### src/design/jbf_pkg.sv
// package for the json bracket fold finder
// holds character codes, default sizes and output field widths; no dependencies
`timescale 1ns / 1ps
`default_nettype none

package jbf_pkg;

  // default sizes
  localparam int STACK_DEPTH_DEF = 64;
  localparam int LINE_BITS_DEF   = 20;

  // fixed payload widths
  localparam int BYTE_W     = 8;
  localparam int OUT_LINE_W = 20;

  // character codes
  localparam logic [BYTE_W-1:0] CH_NEWLINE   = 8'h0A;
  localparam logic [BYTE_W-1:0] CH_LBRACE    = 8'h7B;
  localparam logic [BYTE_W-1:0] CH_RBRACE    = 8'h7D;
  localparam logic [BYTE_W-1:0] CH_LBRACKET  = 8'h5B;
  localparam logic [BYTE_W-1:0] CH_RBRACKET  = 8'h5D;
  localparam logic [BYTE_W-1:0] CH_QUOTE     = 8'h22;
  localparam logic [BYTE_W-1:0] CH_BACKSLASH = 8'h5C;

  // kind bit stored above the line in a stack entry
  localparam logic KIND_BRACE   = 1'b1;
  localparam logic KIND_BRACKET = 1'b0;

endpackage : jbf_pkg

`default_nettype wire

### src/design/jbf_if.sv
// valid/ready channel interfaces for the json bracket fold finder
// text byte channel and fold region channel; depends on jbf_pkg
`timescale 1ns / 1ps
`default_nettype none

interface jbf_in_if;
  logic                       valid;
  logic                       ready;
  logic [jbf_pkg::BYTE_W-1:0] text_byte;
  logic                       end_of_text;

  modport source (output valid, output text_byte, output end_of_text, input ready);
  modport sink   (input valid, input text_byte, input end_of_text, output ready);
endinterface : jbf_in_if

interface jbf_out_if;
  logic                           valid;
  logic                           ready;
  logic [jbf_pkg::OUT_LINE_W-1:0] region_start_line;
  logic [jbf_pkg::OUT_LINE_W-1:0] region_end_line;
  logic                           stack_overflow;

  modport source (output valid, output region_start_line, output region_end_line,
                  output stack_overflow, input ready);
  modport sink   (input valid, input region_start_line, input region_end_line,
                  input stack_overflow, output ready);
endinterface : jbf_out_if

`default_nettype wire

### src/design/json_bracket_fold_finder.sv
// json bracket fold finder top level: string tracking, bracket stack and result register
// depends on jbf_pkg and the channel interfaces in jbf_if.sv
`timescale 1ns / 1ps
`default_nettype none

// The block takes one text byte per beat and sustains one byte per clock cycle, with
// no gaps between bytes, while the output side takes its results. Newlines step a
// saturating line counter; quotes and backslashes drive a small string/escape tracker.
// Outside strings, '{' and '[' push {kind, line} onto a stack held in a
// single-port-write, single-port-read synchronous memory of STACK_DEPTH entries; the top
// entry is also kept in a register, and every cycle the memory is read at the entry just
// below the new top, so a pop finds its replacement top already waiting in the read
// register. That one write and one read per cycle set the one-byte-per-cycle rate. A
// matching '}' or ']' pops, and if it closes on a later line a region beat (start line,
// end line) is produced; a push onto a full stack is dropped and an overflow beat with
// both lines zero is produced instead. Mismatched closes are ignored. A result appears
// on the output in the cycle after its byte is taken and sits in an output register, so
// the next byte is still accepted while that beat waits whenever the output side takes
// it in the same cycle. Regions come out in closing order. end_of_text handles its byte
// and then returns the count, line and string state to reset; the stack memory needs no
// clearing pass, since only entries below the count are ever used.
module json_bracket_fold_finder #(
  parameter int STACK_DEPTH = jbf_pkg::STACK_DEPTH_DEF,
  parameter int LINE_BITS   = jbf_pkg::LINE_BITS_DEF
) (
  input  wire          clk,
  input  wire          rst,
  jbf_in_if.sink       text_in,
  jbf_out_if.source    region_out
);

  localparam int ADDR_W  = (STACK_DEPTH > 1) ? $clog2(STACK_DEPTH) : 1;
  localparam int CNT_W   = $clog2(STACK_DEPTH + 1);
  localparam int ENTRY_W = LINE_BITS + 1;
  localparam int OUT_W   = jbf_pkg::OUT_LINE_W;

  typedef logic [ENTRY_W-1:0]   entry_t;
  typedef logic [LINE_BITS-1:0] line_t;
  typedef logic [CNT_W-1:0]     count_t;

  // stack memory, read and written in clocked blocks
  entry_t stack_mem [STACK_DEPTH];
  entry_t rd_data;
  logic   wr_en;
  logic [ADDR_W-1:0] wr_addr;
  logic [ADDR_W-1:0] rd_addr;
  entry_t wr_data;

  // control state
  count_t count, count_next;
  entry_t tos, tos_next;           // cached copy of the top entry
  line_t  line, line_next;
  logic   in_str, in_str_next;
  logic   esc, esc_next;

  // result register
  logic             out_valid;
  logic [OUT_W-1:0] out_start, out_end;
  logic             out_ovf;

  // result of the current byte
  logic             res_valid;
  logic [OUT_W-1:0] res_start, res_end;
  logic             res_ovf;

  logic   accept;
  logic   is_open, is_close, want_kind;
  count_t below_top;

  // the byte is taken whenever the result register is free or being drained
  assign text_in.ready = !out_valid || region_out.ready;
  assign accept        = text_in.valid && text_in.ready;

  assign is_open   = (text_in.text_byte == jbf_pkg::CH_LBRACE) ||
                     (text_in.text_byte == jbf_pkg::CH_LBRACKET);
  assign is_close  = (text_in.text_byte == jbf_pkg::CH_RBRACE) ||
                     (text_in.text_byte == jbf_pkg::CH_RBRACKET);
  // for an open this is the kind pushed, for a close the kind it wants
  assign want_kind = ((text_in.text_byte == jbf_pkg::CH_LBRACE) ||
                      (text_in.text_byte == jbf_pkg::CH_RBRACE)) ?
                     jbf_pkg::KIND_BRACE : jbf_pkg::KIND_BRACKET;

  always_comb begin
    count_next  = count;
    tos_next    = tos;
    line_next   = line;
    in_str_next = in_str;
    esc_next    = esc;
    wr_en       = 1'b0;
    wr_addr     = count[ADDR_W-1:0];
    wr_data     = {want_kind, line};
    res_valid   = 1'b0;
    res_start   = '0;
    res_end     = '0;
    res_ovf     = 1'b0;

    if (accept) begin
      if (text_in.text_byte == jbf_pkg::CH_NEWLINE) begin
        // saturating line counter
        if (line != '1) begin
          line_next = line + line_t'(1);
        end
      end else if (in_str) begin
        if (esc) begin
          esc_next = 1'b0;
        end else if (text_in.text_byte == jbf_pkg::CH_BACKSLASH) begin
          esc_next = 1'b1;
        end else if (text_in.text_byte == jbf_pkg::CH_QUOTE) begin
          in_str_next = 1'b0;
        end
      end else if (text_in.text_byte == jbf_pkg::CH_QUOTE) begin
        in_str_next = 1'b1;
      end else if (is_open) begin
        if (count < count_t'(STACK_DEPTH)) begin
          // push: write memory and keep a copy as the new top
          wr_en      = 1'b1;
          tos_next   = wr_data;
          count_next = count + count_t'(1);
        end else begin
          // full stack: the push is dropped and reported
          res_valid = 1'b1;
          res_ovf   = 1'b1;
        end
      end else if (is_close) begin
        if ((count != '0) && (tos[LINE_BITS] == want_kind)) begin
          // pop: the entry below the top was read out last cycle
          count_next = count - count_t'(1);
          tos_next   = rd_data;
          if (line > tos[LINE_BITS-1:0]) begin
            res_valid = 1'b1;
            res_start = OUT_W'(tos[LINE_BITS-1:0]);
            res_end   = OUT_W'(line);
          end
        end
      end

      // end of text: byte handled above, then back to the reset state
      if (text_in.end_of_text) begin
        count_next  = '0;
        line_next   = '0;
        in_str_next = 1'b0;
        esc_next    = 1'b0;
      end
    end
  end

  // keep the entry just below the next top in the read register
  assign below_top = count_next - count_t'(2);
  assign rd_addr   = below_top[ADDR_W-1:0];

  always_ff @(posedge clk) begin
    if (wr_en) begin
      stack_mem[wr_addr] <= wr_data;
    end
    rd_data <= stack_mem[rd_addr];
  end

  always_ff @(posedge clk) begin
    if (rst) begin
      count  <= '0;
      line   <= '0;
      in_str <= 1'b0;
      esc    <= 1'b0;
    end else begin
      count  <= count_next;
      line   <= line_next;
      in_str <= in_str_next;
      esc    <= esc_next;
    end
  end

  // top copy is only meaningful while count is nonzero
  always_ff @(posedge clk) begin
    tos <= tos_next;
  end

  // output register
  always_ff @(posedge clk) begin
    if (rst) begin
      out_valid <= 1'b0;
    end else if (text_in.ready) begin
      out_valid <= res_valid;
    end
  end

  always_ff @(posedge clk) begin
    if (text_in.ready && res_valid) begin
      out_start <= res_start;
      out_end   <= res_end;
      out_ovf   <= res_ovf;
    end
  end

  assign region_out.valid             = out_valid;
  assign region_out.region_start_line = out_start;
  assign region_out.region_end_line   = out_end;
  assign region_out.stack_overflow    = out_ovf;

endmodule : json_bracket_fold_finder

`default_nettype wire

### src/flat_wrapper.sv
// flat-port wrapper written by rule: the top's interface ports become plain ports
module json_bracket_fold_finder_flat 
#(
  parameter int STACK_DEPTH = jbf_pkg::STACK_DEPTH_DEF,
  parameter int LINE_BITS   = jbf_pkg::LINE_BITS_DEF
)
  (clk, rst, text_in_valid, text_in_text_byte, text_in_end_of_text, text_in_ready, region_out_valid, region_out_region_start_line, region_out_region_end_line, region_out_stack_overflow, region_out_ready);
  jbf_in_if text_in_i ();
  jbf_out_if region_out_i ();
  input  wire clk;
  input  wire rst;
  input wire logic [$bits(text_in_i.valid)-1:0] text_in_valid;
  input wire logic [$bits(text_in_i.text_byte)-1:0] text_in_text_byte;
  input wire logic [$bits(text_in_i.end_of_text)-1:0] text_in_end_of_text;
  output wire logic [$bits(text_in_i.ready)-1:0] text_in_ready;
  output wire logic [$bits(region_out_i.valid)-1:0] region_out_valid;
  output wire logic [$bits(region_out_i.region_start_line)-1:0] region_out_region_start_line;
  output wire logic [$bits(region_out_i.region_end_line)-1:0] region_out_region_end_line;
  output wire logic [$bits(region_out_i.stack_overflow)-1:0] region_out_stack_overflow;
  input wire logic [$bits(region_out_i.ready)-1:0] region_out_ready;
  assign text_in_i.valid = text_in_valid;
  assign text_in_i.text_byte = text_in_text_byte;
  assign text_in_i.end_of_text = text_in_end_of_text;
  assign text_in_ready = text_in_i.ready;
  assign region_out_valid = region_out_i.valid;
  assign region_out_region_start_line = region_out_i.region_start_line;
  assign region_out_region_end_line = region_out_i.region_end_line;
  assign region_out_stack_overflow = region_out_i.stack_overflow;
  assign region_out_i.ready = region_out_ready;
  json_bracket_fold_finder #(.STACK_DEPTH(STACK_DEPTH), .LINE_BITS(LINE_BITS)) u_core (.clk(clk), .rst(rst), .text_in(text_in_i), .region_out(region_out_i));
endmodule
### config.mk
export PLATFORM = sky130hd
export DESIGN_NAME = json_bracket_fold_finder_flat
export DESIGN_NICKNAME = d
export VERILOG_FILES = /design/src/design/jbf_pkg.sv /design/src/design/jbf_if.sv /design/src/design/json_bracket_fold_finder.sv /design/src/flat_wrapper.sv
export SDC_FILE = /design/constraint.sdc
export NUM_CORES = 2
export LEC_CHECK = 0
export BUFFER_PORTS_ARGS = -buffer_cell sky130_fd_sc_hd__buf_2
export CAP_MARGIN = 20
export CORE_UTILIZATION = 25
export CTS_BUF_LIST = sky130_fd_sc_hd__clkbuf_4 sky130_fd_sc_hd__clkbuf_8 sky130_fd_sc_hd__clkbuf_16
export DETAILED_ROUTE_END_ITERATION = 7
export PLACE_DENSITY_LB_ADDON = 0.05
export SLEW_MARGIN = 20
export SYNTH_ARGS = -nofsm -noshare
export SYNTH_HDL_FRONTEND = slang
export SYNTH_SLANG_ARGS = --single-unit
### constraint.sdc
create_clock -name clk -period 8.29 [get_ports clk]
set_clock_uncertainty 0.1 [all_clocks]
set_input_delay 1.2435 -clock clk [delete_from_list [all_inputs] [get_ports clk]]
set_output_delay 1.2435 -clock clk [all_outputs]
set_load 0.01 [all_outputs]
==> flow_summary.toml <==
[detailed_routing]
detailroute.via_count = 33200
routed_wl_um = 211000
drcViolationCount = 0
detailedRoute.firstIterationViolations = 2684
number_of_vias_per_cell_after_detailed_routing = 4.76
dr.pass1.iters = 5
wire_length_per_cell_after_detailed_routing_um = 30.3
ant_nets = 0

[synth]
ys_types = 66
yosys-top-cells-area = "edfxtp_1 73%, nand2_1 4.1%, mux4_2 3.3%, mux2i_1 3.0%, a32oi_1 2.5%"
synth_nets = 3708
synthCells = 3671
netlist.top_cell.by_area = "edfxtp_1"
syn-cell-area_um2 = 57800
synth-edff-count = 1406
yosys.area.top_type_share_pct = 73.0
ys_dominant_reg_cell = "edfxtp_1"
synth-seq-cells = 1457
syn-mean-instance-area_um2 = 15.7
synthArstFlopShare_pct = 0
synthesis.yosys.warnings = 0
synth_sequential_area_ratio_pct = 74.8

[sta]
maxSlewViolCount = 0
final.setup.tns_ps = 0
hold_violation_count_in_the_final_report = 0
final-setup-viol-count = 0
min_period_ps = 6310
tcrit_tclk_final_pct = 76.1
max_freq_mhz = 159
grt_setup_unrepaired = "false"
timing.slew.headroom_pct = 27.7
worstMarginPinSlew_ps = 1080

[cts]
total_cts_buffers = 177
cts-hold-fix-buffers = 0
clk_pin_slew_worst_paths_ps = 60
clockBufferDepth = 3
clock-sinks = 1457
post_cts.resized_instances = 0
ctsHtreeMaxLevel = 4
worst_skew_pair.late_latency_ps = 820
cts_tree = "done"
clk_root_buffer_cell = "clkbuf_16"
postCtsSetupRepairBufs = 0

[floorplan]
fp.dieArea_um2 = 233000
coreArea_um2 = 230000
die_x_um = 483
start_util_pct = 25.1
die_height_um = 483
num_io_pins = 56
std_cell_rows = 176

[placed_design]
place_hpwl_um = 126000
place.port_buffers = 55
place_congestion = 0.764
postPlaceCellArea_um2 = 62400

[flow_run]
maxCapViolCount = 0

[cells_and_area]
filler_cell_count = 23000
final-seq-area_um2 = 43300
commonest_non_fill_non_tap_cell_in_the_layout = "edfxtp_1"
fin_area_um2 = 67900
final_stage_net_count = 3838
multi_input_comb_area_um2 = 13700
top_library_cells_by_usage_in_the_layout_fill_and_taps_aside = "1406 x edfxtp_1, 637 x nand2_1, 185 x nand3_1"
drive_gt1_share_pct = 17.6
area_delta_synth_final_pct = 17.5

[critical_path]
critPathMaxFanout = 44
startpoint_kind_of_the_worst_setup_timing_path = "flop"
critical_path_arrival_ps = 6910
r2r_setup_slack_ps = 1980
worst-endpoint-required_ps = 8890
ff2ff_path_depth = 16
cp-startpoint = "u_core.count[0]"
timing_worst_setup_path_type = "reg -> reg"
critical_path.endpoint_type = "flop"
r2r_start = "u_core.count[0]"

[global_routing]
gr-total-overflow = 0
grt_max_degree = 109
grt_pass1_wl_um = 290000
overall_routing_resource_usage_pct = 18.0
number_of_global_route_vias_before_repair = 33100
antenna_found_initial = 20

[hold_path]
worstHoldPathCells = 2
timing.hold.worst.start = "u_core.esc"
hold_path_class = "reg -> reg"

[power]
power_density_nw_per_um2 = 228
power.ir.vdd_worst_mv = 0.148
total_leakage_power_nw = 24.0

[run_status]
run_status = "completed"
[power by group]
group	internal (mW)	total (mW)	switching, mW
combinational	0.0350	0.129	0.0942
sequential	7.95	7.96	0.00962
clock	4.26	7.41	3.15
[Yosys cell counts, types with 44 or more instances]
library cell / count
nand2_1: 638
o2111ai_1: 82
dfxtp_1: 51
mux4_2: 84
mux2i_1: 176
nor2_1: 99
clkbuf_1: 148
a32oi_1: 162
a31oi_1: 47
and3_1: 88
a211oi_1: 44
edfxtp_1: 1406
buf_2: 49
nand3_1: 185
[state kept, by name, indices dropped and copies added (netlist names)]
register,flops
u_core.count,7
u_core.esc,1
u_core.in_str,1
u_core.line,20
u_core.rd_data,21
u_core.region_out.region_end_line,20
u_core.region_out.region_start_line,20
u_core.region_out.stack_overflow,1
u_core.region_out.valid,1
u_core.stack_mem,1344
u_core.tos,21
[stage by stage]
step                util, %  hold slack, ps  power (mW)  cells  worst slack, ps
floorplan                 -             389        8.17   3671             2510
global placement       27.1             450        8.24   6646              909
detailed placement     27.1             451        8.24   6648             1330
CTS                    29.5             465        15.7   6964             1810
global route           29.5             495        16.0   6965             1620
finish                 29.5             464        15.5   6973             1980
[final timing paths]
check / end
max reg2reg: u_core.rd_data[4]
min reg2reg: u_core.esc
min: u_core.esc
max: u_core.rd_data[4]
[worst max-delay path: stages (launching register included)]
cell and delay [ps]:
dfxtp_1 470, inv_1 300, ha_1 250, nor3b_1 550
a2111oi_0 240, and3_4 250, o21ai_1 320, a2bb2oi_4 170
inv_2 350, ha_4 210, nand3_1 230, nand2_4 660
buf_4 580, mux4_2 410, nand3_1 100, o2111ai_1 520
and4_1 410
[logic make-up after synthesis]
family                     Yosys count  synth area share [%]
AOI/OAI and AO/OA                  454                  6.28
xor gates and xnor gates            21                 0.318
adders and majority gates           24                 0.519
buffers and inverters              273                  2.14
DFF                               1457                  74.8
muxes                              281                  6.73
and+or+nand+nor                   1161                  9.21
[per-layer routing]
metal	track usage [%]	routed length (um)	vias up
met3	2.46	8750	200
met5	0	0	-
met2	28.4	97000	746
met4	3.75	3710	0
li1	-	-	14700
met1	26.2	102000	17500
[final cells by class]
class                      instances  area share (%)
clock buffer                     228            7.18
clock inverter                    88           0.870
inverter                          30           0.166
multi-input combinational       1941            20.1
tap                             3026            5.58
timing repair buffer             194            2.24
antenna                            9          0.0332
sequential                      1457            63.8
Note: power is estimated with default switching activity, not from simulation.
